**config.mk**
```make
export PLATFORM = sky130hd
export DESIGN_NAME = ntc_thermistor_temperature
export DESIGN_NICKNAME = d
export VERILOG_FILES = /design/src/rtl/ntc_pkg.sv /design/src/rtl/ntc_div.sv /design/src/rtl/ntc_thermistor_temperature.sv
export VERILOG_INCLUDE_DIRS = /design/src /design/src/rtl
export SDC_FILE = /design/constraint.sdc
export NUM_CORES = 1
export LEC_CHECK = 0
export BUFFER_PORTS_ARGS = -buffer_cell sky130_fd_sc_hd__buf_2
export CORE_UTILIZATION = 40
export DETAILED_ROUTE_END_ITERATION = 16
export GPL_ROUTABILITY_DRIVEN = 0
export MAX_ROUTING_LAYER = met4
export PLACE_DENSITY = 0.52
export SLEW_MARGIN = 40
export SYNTH_ARGS = -nofsm -noshare
export SYNTH_HDL_FRONTEND = slang
export SYNTH_HIERARCHICAL = 1
export SYNTH_SLANG_ARGS = --single-unit
export TNS_END_PERCENT = 10
```
**constraint.sdc**
```tcl
create_clock -name clk -period 13.9 [get_ports clk]
set_input_delay 0 -clock clk [delete_from_list [all_inputs] [get_ports clk]]
set_output_delay 0 -clock clk [all_outputs]
set_load 0.02 [all_outputs]
```
**src/rtl/assert_macros.svh**
```systemverilog
// Assertion macros shared by the RTL. Define NO_ASSERTIONS to compile them out.
`ifndef ASSERT_MACROS_SVH
`define ASSERT_MACROS_SVH

`ifndef NO_ASSERTIONS

// The consequent must hold in the same cycle as the antecedent.
`define ASSERT_SAME(label, clock, rstn, ante, cons) \
    label: assert property (@(posedge clock) disable iff (!(rstn)) (ante) |-> (cons)) \
        else $error("assertion failed");

// The consequent must hold in the cycle after the antecedent.
`define ASSERT_NEXT(label, clock, rstn, ante, cons) \
    label: assert property (@(posedge clock) disable iff (!(rstn)) (ante) |=> (cons)) \
        else $error("assertion failed");

`else

`define ASSERT_SAME(label, clock, rstn, ante, cons)
`define ASSERT_NEXT(label, clock, rstn, ante, cons)

`endif

`endif

```
**src/rtl/ntc_pkg.sv**
```systemverilog
`timescale 1ns / 1ps

package ntc_pkg;

    localparam int NTC_SAMPLES = 10;

    localparam int ADC_W   = 10;
    localparam int SUM_W   = 14;
    localparam int CNT_W   = 4;
    localparam int TEMP_W  = 10;
    localparam int FAHR_W  = 8;
    localparam int MV_W    = 12;
    localparam int RES_W   = 23;
    localparam int DIFF_W  = 16;

    // Shared serial divider: one quotient bit per cycle.
    localparam int DIV_NUM_W = 25;
    localparam int DIV_DEN_W = 18;
    localparam int DIV_CNT_W = 5;

    localparam int NUM_SEGS = 7;
    localparam int SEG_W    = 3;

    localparam logic [DIFF_W-1:0] SEG_LO [NUM_SEGS] =
        '{16'd20311, 16'd12571, 16'd8035, 16'd5299, 16'd3587, 16'd2485, 16'd1757};
    localparam logic [DIFF_W-1:0] SEG_HI [NUM_SEGS] =
        '{16'd33969, 16'd20310, 16'd12570, 16'd8034, 16'd5298, 16'd3586, 16'd2484};
    localparam logic [DIFF_W-1:0] SEG_BASE [NUM_SEGS] =
        '{16'd33970, 16'd20310, 16'd12570, 16'd8034, 16'd5298, 16'd3586, 16'd2484};
    localparam logic [DIV_DEN_W-1:0] SEG_DIV [NUM_SEGS] =
        '{18'd136600, 18'd77400, 18'd45370, 18'd27370, 18'd17130, 18'd11030, 18'd7280};
    localparam logic [TEMP_W-1:0] SEG_OFF [NUM_SEGS] =
        '{10'd0, 10'd100, 10'd200, 10'd300, 10'd400, 10'd500, 10'd600};

    localparam logic [SEG_W-1:0] SEG_LAST = SEG_W'(NUM_SEGS - 1);

    localparam logic [MV_W-1:0]   MV_FULL     = 12'd3300;
    localparam logic [13:0]       OHM_SCALE   = 14'd10000;
    localparam logic [9:0]        SEG_SCALE   = 10'd1000;
    localparam logic [FAHR_W-1:0] FAHR_OFFSET = 8'd32;
    localparam logic [DIV_DEN_W-1:0] FAHR_DEN = 18'd50;

    typedef enum logic [3:0] {
        ST_ACC,
        ST_AVG_GO,
        ST_AVG_WAIT,
        ST_RES_GO,
        ST_RES_WAIT,
        ST_SCAN,
        ST_SEG_GO,
        ST_SEG_WAIT,
        ST_FAH_GO,
        ST_FAH_WAIT,
        ST_OUT
    } state_t;

    // True when the resistance lies inside segment k.
    function automatic logic seg_hit(input logic [SEG_W-1:0] k, input logic [RES_W-1:0] res);
        logic [RES_W-1:0] lo;
        logic [RES_W-1:0] hi;
        lo = RES_W'(SEG_LO[k]);
        hi = RES_W'(SEG_HI[k]);
        return (res >= lo) && (res <= hi);
    endfunction

endpackage

```
**src/rtl/ntc_div.sv**
```systemverilog
`timescale 1ns / 1ps
`include "assert_macros.svh"

module ntc_div
    import ntc_pkg::*;
(
    input  logic                 clk,
    input  logic                 rst_n,
    input  logic                 start,
    input  logic [DIV_NUM_W-1:0] num,
    input  logic [DIV_DEN_W-1:0] den,
    output logic                 done,
    output logic [DIV_NUM_W-1:0] quotient
);

    // Restoring division: the dividend shifts out of quo_reg at the top while
    // quotient bits enter at the bottom.
    logic [DIV_NUM_W-1:0] quo_reg;
    logic [DIV_DEN_W-1:0] rem_reg;
    logic [DIV_DEN_W-1:0] den_reg;
    logic [DIV_CNT_W-1:0] cnt_reg;
    logic                 busy_reg;
    logic                 done_reg;

    logic [DIV_DEN_W:0]   trial;
    logic [DIV_DEN_W:0]   diff;
    logic                 fits;

    always_comb
    begin
        trial = {rem_reg, quo_reg[DIV_NUM_W-1]};
        diff  = trial - {1'b0, den_reg};
        fits  = (trial >= {1'b0, den_reg});
    end

    always_ff @(posedge clk or negedge rst_n)
    begin
        if (!rst_n)
        begin
            busy_reg <= 1'b0;
            done_reg <= 1'b0;
            cnt_reg  <= '0;
        end
        else
        begin
            done_reg <= 1'b0;
            if (start)
            begin
                busy_reg <= 1'b1;
                cnt_reg  <= DIV_CNT_W'(DIV_NUM_W - 1);
            end
            else if (busy_reg)
            begin
                cnt_reg <= cnt_reg - 1'b1;
                if (cnt_reg == '0)
                begin
                    busy_reg <= 1'b0;
                    done_reg <= 1'b1;
                end
            end
        end
    end

    always_ff @(posedge clk)
    begin
        if (start)
        begin
            quo_reg <= num;
            rem_reg <= '0;
            den_reg <= den;
        end
        else if (busy_reg)
        begin
            quo_reg <= {quo_reg[DIV_NUM_W-2:0], fits};
            rem_reg <= fits ? diff[DIV_DEN_W-1:0] : trial[DIV_DEN_W-1:0];
        end
    end

    assign done     = done_reg;
    assign quotient = quo_reg;

    `ASSERT_SAME(a_start_idle, clk, rst_n, start, !busy_reg)
    `ASSERT_SAME(a_done_idle, clk, rst_n, done_reg, !busy_reg)
    `ASSERT_NEXT(a_last_bit_done, clk, rst_n, busy_reg && (cnt_reg == '0) && !start, done_reg)

endmodule

```
**src/rtl/ntc_thermistor_temperature.sv**
```systemverilog
`timescale 1ns / 1ps
`include "assert_macros.svh"

// Thermistor thermometer. Each request on the slave side carries one 10-bit
// ADC sample; after every tenth sample the block averages the group,
// converts it to millivolts, works out the thermistor resistance, maps it
// through seven linear segments to tenths of a degree Celsius and derives
// whole degrees Fahrenheit, then offers one request on the master side. All
// divisions share one bit-serial divider that yields one quotient bit per
// cycle, and a result needs four divisions (three when the resistance falls
// outside the table) plus a search that tests the segments in turn. After
// the last sample of a group no sample is taken until its result is loaded
// into the output register, where it sits, so sampling resumes while it
// waits to be taken. When the resistance lies outside every segment the last
// good temperature is repeated with in_range low (0 and 32 F after reset).
module ntc_thermistor_temperature
    import ntc_pkg::*;
(
    input  logic        clk,
    input  logic        rst_n,
    input  logic        s_tvalid,
    output logic        s_tready,
    input  logic [15:0] s_tdata,   // [9:0] adc_sample, [15:10] zero
    output logic        m_tvalid,
    input  logic        m_tready,
    output logic [23:0] m_tdata,   // [9:0] temp_tenths_c, [17:10] temp_fahrenheit, [23:18] zero
    output logic        m_tuser    // [0] in_range
);

    state_t state_reg;
    state_t state_next;

    logic [SUM_W-1:0]  sum_reg;
    logic [CNT_W-1:0]  count_reg;
    logic [TEMP_W-1:0] held_reg;
    logic [MV_W-1:0]   mv_reg;
    logic [RES_W-1:0]  res_reg;
    logic [SEG_W-1:0]  seg_reg;
    logic              ok_reg;
    logic [FAHR_W-1:0] fahr_reg;

    logic              out_valid_reg;
    logic [23:0]       out_data_reg;
    logic              out_user_reg;

    // Divider hookup.
    logic                 div_start;
    logic [DIV_NUM_W-1:0] div_num;
    logic [DIV_DEN_W-1:0] div_den;
    logic                 div_done;
    logic [DIV_NUM_W-1:0] div_q;

    logic              take_sample;
    logic              last_sample;
    logic              hit;
    logic              out_load;
    logic              div_wait;
    logic [SUM_W-1:0]  sum_plus;
    logic [21:0]       mv_product;
    logic [DIFF_W-1:0] seg_diff;

    ntc_div u_div (
        .clk      (clk),
        .rst_n    (rst_n),
        .start    (div_start),
        .num      (div_num),
        .den      (div_den),
        .done     (div_done),
        .quotient (div_q)
    );

    always_comb
    begin
        take_sample = s_tvalid && s_tready;
        last_sample = (count_reg == CNT_W'(NTC_SAMPLES - 1));
        hit         = seg_hit(seg_reg, res_reg);
        sum_plus    = sum_reg + SUM_W'(s_tdata[ADC_W-1:0]);
        // Millivolts from the averaged code: avg * 3300 / 1024.
        mv_product  = 22'(div_q[ADC_W-1:0]) * 22'(MV_FULL);
        seg_diff    = SEG_BASE[seg_reg] - res_reg[DIFF_W-1:0];
        div_wait    = (state_reg == ST_AVG_WAIT) || (state_reg == ST_RES_WAIT)
                   || (state_reg == ST_SEG_WAIT) || (state_reg == ST_FAH_WAIT);
    end

    // Next state.
    always_comb
    begin
        state_next = state_reg;
        case (state_reg)
            ST_ACC:
            begin
                if (take_sample && last_sample)
                begin
                    state_next = ST_AVG_GO;
                end
            end
            ST_AVG_GO:   state_next = ST_AVG_WAIT;
            ST_AVG_WAIT: if (div_done) state_next = ST_RES_GO;
            ST_RES_GO:   state_next = ST_RES_WAIT;
            ST_RES_WAIT: if (div_done) state_next = ST_SCAN;
            ST_SCAN:
            begin
                if (hit)
                begin
                    state_next = ST_SEG_GO;
                end
                else if (seg_reg == SEG_LAST)
                begin
                    state_next = ST_FAH_GO;
                end
            end
            ST_SEG_GO:   state_next = ST_SEG_WAIT;
            ST_SEG_WAIT: if (div_done) state_next = ST_FAH_GO;
            ST_FAH_GO:   state_next = ST_FAH_WAIT;
            ST_FAH_WAIT: if (div_done) state_next = ST_OUT;
            ST_OUT:
            begin
                if (!out_valid_reg || m_tready)
                begin
                    state_next = ST_ACC;
                end
            end
            default:     state_next = ST_ACC;
        endcase
    end

    // Control outputs and divider operands.
    always_comb
    begin
        s_tready  = 1'b0;
        div_start = 1'b0;
        div_num   = '0;
        div_den   = '0;
        out_load  = 1'b0;
        case (state_reg)
            ST_ACC:
            begin
                s_tready = 1'b1;
            end
            ST_AVG_GO:
            begin
                div_start = 1'b1;
                div_num   = DIV_NUM_W'(sum_reg);
                div_den   = DIV_DEN_W'(NTC_SAMPLES);
            end
            ST_RES_GO:
            begin
                // Resistance in ohms: mv * 10000 / (3300 - mv).
                div_start = 1'b1;
                div_num   = DIV_NUM_W'(26'(mv_reg) * 26'(OHM_SCALE));
                div_den   = DIV_DEN_W'(MV_FULL - mv_reg);
            end
            ST_SEG_GO:
            begin
                div_start = 1'b1;
                div_num   = DIV_NUM_W'(26'(seg_diff) * 26'(SEG_SCALE));
                div_den   = SEG_DIV[seg_reg];
            end
            ST_FAH_GO:
            begin
                // t * 9 / 5 / 10 truncates to the same value as t * 9 / 50.
                div_start = 1'b1;
                div_num   = DIV_NUM_W'(14'(held_reg) * 14'd9);
                div_den   = FAHR_DEN;
            end
            ST_OUT:
            begin
                out_load = !out_valid_reg || m_tready;
            end
            default:
            begin
                s_tready = 1'b0;
            end
        endcase
    end

    always_ff @(posedge clk or negedge rst_n)
    begin
        if (!rst_n)
        begin
            state_reg     <= ST_ACC;
            sum_reg       <= '0;
            count_reg     <= '0;
            held_reg      <= '0;
            out_valid_reg <= 1'b0;
        end
        else
        begin
            state_reg <= state_next;

            if (take_sample)
            begin
                sum_reg   <= sum_plus;
                count_reg <= last_sample ? '0 : count_reg + 1'b1;
            end
            else if (state_reg == ST_AVG_GO)
            begin
                // The divider has latched the group total; start a new group.
                sum_reg <= '0;
            end

            if ((state_reg == ST_SEG_WAIT) && div_done)
            begin
                held_reg <= div_q[TEMP_W-1:0] + SEG_OFF[seg_reg];
            end

            if (out_load)
            begin
                out_valid_reg <= 1'b1;
            end
            else if (m_tready)
            begin
                out_valid_reg <= 1'b0;
            end
        end
    end

    // Working values; every one is written before it is read.
    always_ff @(posedge clk)
    begin
        if ((state_reg == ST_AVG_WAIT) && div_done)
        begin
            mv_reg <= mv_product[21:10];
        end
        if ((state_reg == ST_RES_WAIT) && div_done)
        begin
            res_reg <= div_q[RES_W-1:0];
            seg_reg <= '0;
        end
        if (state_reg == ST_SCAN)
        begin
            if (hit)
            begin
                ok_reg <= 1'b1;
            end
            else
            begin
                ok_reg  <= 1'b0;
                seg_reg <= seg_reg + 1'b1;
            end
        end
        if ((state_reg == ST_FAH_WAIT) && div_done)
        begin
            fahr_reg <= div_q[FAHR_W-1:0] + FAHR_OFFSET;
        end
        if (out_load)
        begin
            out_data_reg <= {6'd0, fahr_reg, held_reg};
            out_user_reg <= ok_reg;
        end
    end

    assign m_tvalid = out_valid_reg;
    assign m_tdata  = out_data_reg;
    assign m_tuser  = out_user_reg;

    `ASSERT_SAME(a_held_span, clk, rst_n, 1'b1, held_reg <= 10'd699)
    `ASSERT_SAME(a_done_in_wait, clk, rst_n, div_done, div_wait)
    `ASSERT_SAME(a_fahr_floor, clk, rst_n, out_load, fahr_reg >= FAHR_OFFSET)
    `ASSERT_SAME(a_count_span, clk, rst_n, 1'b1, count_reg < CNT_W'(NTC_SAMPLES))

endmodule

```
==> flow_summary.json, run 1 <==
{
  "hold_buffers": 3,
  "overflow": 0,
  "cts_root_buffer": "clkbuf_16",
  "die_w_um": 208,
  "grt.total_usage_pct": 21.1,
  "cts_buffer_depth": 2,
  "routed_wl_um": 42600,
  "cts.htree.levels": 4,
  "worst_hold_slack_ps": -8.78,
  "ant_nets": 0,
  "area_growth_pct": 7.92,
  "fin_crit_ps": 8370,
  "synth.top_cell.area_share_pct": 20.6,
  "synth_top_cell_by_area": "ha_1",
  "vias": 12300,
  "clk_pin_slew_worst_paths_ps": 70,
  "status": "complete, but fails checks",
  "start_util_pct": 40.6,
  "grt_pass1_vias": 12500,
  "cp-start-kind": "flip-flop",
  "avgSynthCellArea_um2": 9.73,
  "cap_violations": 0,
  "wl_per_cell_um": 18.3,
  "fin_ws_ps": 5530,
  "yosys-top-cells-area": "ha_1 (21%), edfxtp_1 (19%), fa_1 (11%), inv_1 (6.2%), dfrtp_1 (5.9%)",
  "critPathRequiredTime_ps": 14110,
  "ctsResizeCount": 0,
  "dp_slack_ps": 5640,
  "rows": 75,
  "fillCellCount": 4049,
  "die_area_um2": 43400,
  "violations": "hold timing",
  "post-dp-hpwl_um": 33900,
  "grt_max_degree": 43,
  "rsz0062_at_grt": "no",
  "cp-end-kind": "flip-flop",
  "cp_slowest_cell": "dfxtp_1",
  "fmax_mhz": 119,
  "synth-edff-count": 106,
  "min_from": "m_tready",
  "slew_headroom_pct": 46.5,
  "path_max_fanout": 11,
  "ys_seq_elements": 167,
  "hp-class": "input pin to flip-flop",
  "first_iter_violations": 615,
  "seq_area_frac_synth_pct": 27.1,
  "drive_gt1_share_pct": 7.77,
  "cts_tree": "built",
  "portBuffers": 34,
  "ys_warn_count": 6,
  "postCtsSetupRepairBufs": 0,
  "first_pass_iters": 5,
  "skew_ps": 23.0,
  "maxSlewViolCount": 0,
  "ys_types": 91,
  "clk_latency_ps": 460,
  "synth_area_um2": 17000,
  "crit_type": "flip-flop to flip-flop",
  "post-route-drc-count": 0,
  "grt_pass1_wl_um": 69000,
  "fin_tns_setup_ps": 0,
  "startpoint": "seg_reg[1]$_DFF_P_",
  "core-area_um2": 41900,
  "synthArstFlopShare_pct": 24.0,
  "final_common_cell": "inv_1",
  "syn_inst": 1748,
  "cts_sinks": 167,
  "critPathMaxStageDelay_ps": 630,
  "fin_crit_sh_pct": 60.2,
  "setup_violations": 0,
  "multi_input_area_um2": 11200,
  "crit_top_cell": "ha_1",
  "largest_reg_flops": 25,
  "fin_nets": 2172,
  "final-hold-violation-count": 1,
  "rr_startpoint": "seg_reg[1]$_DFF_P_",
  "worstPathArrival_ps": 8580,
  "cts_made_buffers": 17,
  "antenna_found_initial": 0,
  "num_io_pins": 47,
  "max_slew.worst_pin.slew_ps": 799,
  "antennaDiodeCount": 0,
  "layout_common_cells": "inv_1 (281), ha_1 (280), nand2_1 (111)",
  "ys.flop_type": "edfxtp_1",
  "die_h_um": 208,
  "seq_area_um2": 4610,
  "viasPerCell": 5.28
}
-- path summary, 6_finish.rpt --
check	to	slack (ps)	cells past startpoint
worst max register to register	u_div/quotient[24]$_DFFE_PP_	5530	29
max in group asynchronous	held_reg[9]$_DFFE_PN0P_	13380	2
worst min-delay path	m_tvalid$_DFFE_PN0P_	-9	3
worst min register to register	m_tdata[13]$_DFFE_PP_	430	0
min in group asynchronous	u_div/cnt_reg[1]$_DFFE_PN0P_	90	2
worst max-delay path	u_div/quotient[24]$_DFFE_PP_	5530	29
-- stage by stage --
| stage | utilization, % | cells | hold WS, ps | cell area [um2] |
|---|---|---|---|---|
| 2_1_floorplan | - | 1753 | -296 | 17000 |
| 3_3_place_gp | 42.3 | 2291 | 240 | 17800 |
| 3_5_place_dp | 42.4 | 2291 | 51.8 | 17800 |
| 4_1_cts | 43.8 | 2326 | 0.657 | 18400 |
| 5_1_grt | 43.8 | 2327 | 5.09 | 18400 |
| 6_report | 43.8 | 2327 | -8.78 | 18400 |
-- worst max-delay path: cells and delay by family (launching register included) --
family | cells | cell delay, ps
flops | 1 | 630
fa+ha+maj | 7 | 2840
buf+inv | 3 | 470
xor+xnor | 1 | 370
mux | 1 | 270
simple gates | 6 | 1210
compound gates | 11 | 2300
-- cell type report --
type	count	share of cell area, %
flip-flops and latches	167	25.1
clock inverters	14	0.627
well taps	539	3.67
clock buffers	18	2.34
repair buffers	47	1.51
multi-input cells	1259	61.0
inverters	283	5.78
-- metal layers --
metal	track usage, %	vias to the layer above	part of all wire [%]
met4	4.21	0	1.3
met5	-	-	0
met3	2.52	32	2.2
met1	28.2	5983	49
met2	34.3	148	47
li1	-	6120	-
-- logic make-up (layout without fill, tap and decap cells) --
| family | Yosys count | in the layout | share of synthesized area [%] |
|---|---|---|---|
| adders and majority gates | 378 | 378 | 32.1 |
| AOI/OAI and AO/OA | 371 | 371 | 14.7 |
| and+or+nand+nor | 343 | 343 | 9.70 |
| buffers and inverters | 327 | 362 | 7.45 |
| DFF | 167 | 167 | 27.1 |
| xor gates and xnor gates | 119 | 119 | 6.32 |
| muxes | 42 | 42 | 2.68 |
| other | 1 | 6 | 0.0220 |
-- synth_stat cells, types with 8 or more instances --
library cell,number
inv_1,282
ha_1,280
nand2_1,111
edfxtp_1,106
fa_1,97
a21oi_1,90
o21ai_0,88
nor2_1,78
xnor2_1,73
xor2_1,43
dfrtp_1,40
nand3_1,31
a21o_1,28
mux2_2,28
clkbuf_1,25
nor3_1,24
dfxtp_1,21
a211oi_1,19
nor2b_1,19
nand4_1,18
nand2b_1,17
mux2i_1,14
o22ai_1,14
o21a_1,13
o31ai_1,12
and3_1,10
a31oi_1,8
a32oi_1,8
o21ai_1,8
o221ai_1,8
Power of run 1 is left out: the tool's default activity adds up to more than one toggle a clock period on the data nets, which glitch-free logic cannot reach.
==> run 2, diff against run 1 <==
ABC_AREA = 1   (was default)
PLACE_DENSITY = 0.54   (was 0.52)
clock period = 7.6 ns   (was 13.9 ns; I/O delays follow)
==> flow_summary.json, run 2 <==
{
  "overflow": 0,
  "setup_violations": 0,
  "synthArstFlopShare_pct": 24.0,
  "maxSlewViolCount": 0,
  "grt_pass1_vias": 14300,
  "core-area_um2": 44300,
  "ctsResizeCount": 0,
  "cts_tree": "built",
  "clk_latency_ps": 490,
  "cts.htree.levels": 4,
  "portBuffers": 34,
  "fillCellCount": 4443,
  "cts_sinks": 167,
  "die_w_um": 214,
  "syn_inst": 2265,
  "grt_max_degree": 41,
  "skew_ps": 14.8,
  "fin_tns_setup_ps": 0,
  "largest_reg_flops": 25,
  "cts_root_buffer": "clkbuf_16",
  "fmax_mhz": 144,
  "cts_buffer_depth": 2,
  "synth.top_cell.area_share_pct": 19.5,
  "place_area_um2": 18900,
  "clk_pin_slew_worst_paths_ps": 80,
  "grt_pass1_wl_um": 75500,
  "synth_top_cell_by_area": "ha_1",
  "start_util_pct": 40.6,
  "yosysMostFrequentCell": "nand2_1",
  "slew_headroom_pct": 44.6,
  "postCtsSetupRepairBufs": 0,
  "worstPathArrival_ps": 7200,
  "area_growth_pct": 9.10,
  "cp-start-kind": "flip-flop",
  "ant_nets": 0,
  "first_iter_violations": 983,
  "fin_area_um2": 19600,
  "path_buf_inv": 8,
  "fin_nets": 2712,
  "crit_top_cell": "inv_1",
  "num_io_pins": 47,
  "cap_violations": 0,
  "grt.total_usage_pct": 21.6,
  "vias": 14500,
  "post-route-drc-count": 0,
  "layout_common_cells": "nand2_1 (525), inv_1 (451), ha_1 (280)",
  "post-dp-hpwl_um": 37700,
  "cp-end-kind": "flip-flop",
  "fin_ws_ps": 654,
  "ys_types": 61,
  "drive_gt1_share_pct": 6.31,
  "synth_area_um2": 18000,
  "path_max_fanout": 9,
  "wl_per_cell_um": 15.9,
  "routed_wl_um": 46300,
  "rows": 77,
  "yosys-top-cells-area": "ha_1 (19%), edfxtp_1 (18%), nand2_1 (11%), fa_1 (11%), inv_1 (9.4%)",
  "final-hold-violation-count": 0,
  "ys.flop_type": "edfxtp_1",
  "synthTopCellsByCount": "nand2_1 (525), inv_1 (452), ha_1 (280)",
  "final_common_cell": "nand2_1",
  "fin_crit_ps": 6950,
  "dp_slack_ps": 734,
  "fin_crit_sh_pct": 91.4,
  "synth-edff-count": 106,
  "startpoint": "seg_reg[0]$_DFF_P_",
  "rsz0062_at_grt": "no",
  "die_h_um": 214,
  "die_area_um2": 45900,
  "first_pass_iters": 7,
  "ys_seq_elements": 167,
  "rr_startpoint": "seg_reg[0]$_DFF_P_",
  "cts_made_buffers": 17,
  "cp_slowest_cell": "fa_1",
  "ys_warn_count": 6,
  "avgSynthCellArea_um2": 7.95,
  "crit_type": "flip-flop to flip-flop",
  "status": "finished clean",
  "viasPerCell": 4.98,
  "cpLargestDelayFamily": "adder cells",
  "antenna_found_initial": 2,
  "critPathMaxStageDelay_ps": 540,
  "max_slew.worst_pin.slew_ps": 828,
  "critPathRequiredTime_ps": 7850,
  "seq_area_frac_synth_pct": 25.6,
  "hp-class": "input pin to async pin"
}
-- run 2: final cells by class --
type                    instances  area, um2  area share, %
flip-flops and latches        167       4600           23.4
inverters                     461       1730           8.81
multi-input cells            1608      11500           58.6
diodes                          2       5.00         0.0255
repair buffers                 60        395           2.01
well taps                     592        741           3.77
clock buffers                  17        425           2.17
clock inverters                15        226           1.15
-- run 2: path summary, 6_finish.rpt --
path / end / slack (ps) / cells past startpoint
min in group clk: sum_reg[4]$_DFFE_PN0P_ / 60 / 5
max in group asynchronous: u_div/cnt_reg[3]$_DFFE_PN0P_ / 7160 / 2
max reg2reg: u_div/quotient[24]$_DFFE_PP_ / 650 / 32
max: u_div/quotient[24]$_DFFE_PP_ / 650 / 32
min reg2reg: m_tdata[17]$_DFFE_PP_ / 430 / 0
min: sum_reg[2]$_DFFE_PN0P_ / 40 / 2
-- run 2: logic make-up after synthesis --
family | synth area share [%]
AOI/OAI and AO/OA | 9.96
xor gates and xnor gates | 3.14
adders and majority gates | 30.2
buffers and inverters | 10.7
DFF | 25.6
other | 0.0208
and+or+nand+nor | 20.4
-- run 2: per-layer routing --
| metal | track usage (%) | up-vias | wire (um) | share of wire (%) |
|---|---|---|---|---|
| met2 | 33.9 | 265 | 21200 | 46 |
| met4 | 6.71 | 0 | 914 | 2.0 |
| li1 | - | 7392 | - | - |
| met3 | 3.56 | 49 | 2140 | 4.6 |
| met5 | - | - | 0 | 0 |
| met1 | 28.5 | 6833 | 22000 | 48 |
-- run 2: timing repair --
item,4_1_cts,5_1_grt
hold buffers,11,0
setup endpoints to repair,0,0
endpoints found under the hold margin,51,0
-- run 2: metrics by stage --
stage / utilization, % / std cells / hold WS, ps
2_1_floorplan: - / 2270 / -296
3_3_place_gp: 42.6 / 2877 / 208
6_report: 44.3 / 2922 / 44.5
4_1_cts: 44.3 / 2920 / 24.7
3_5_place_dp: 42.6 / 2877 / 36.0
5_1_grt: 44.3 / 2922 / 60.8
Power of run 2 is left out for the same reason.
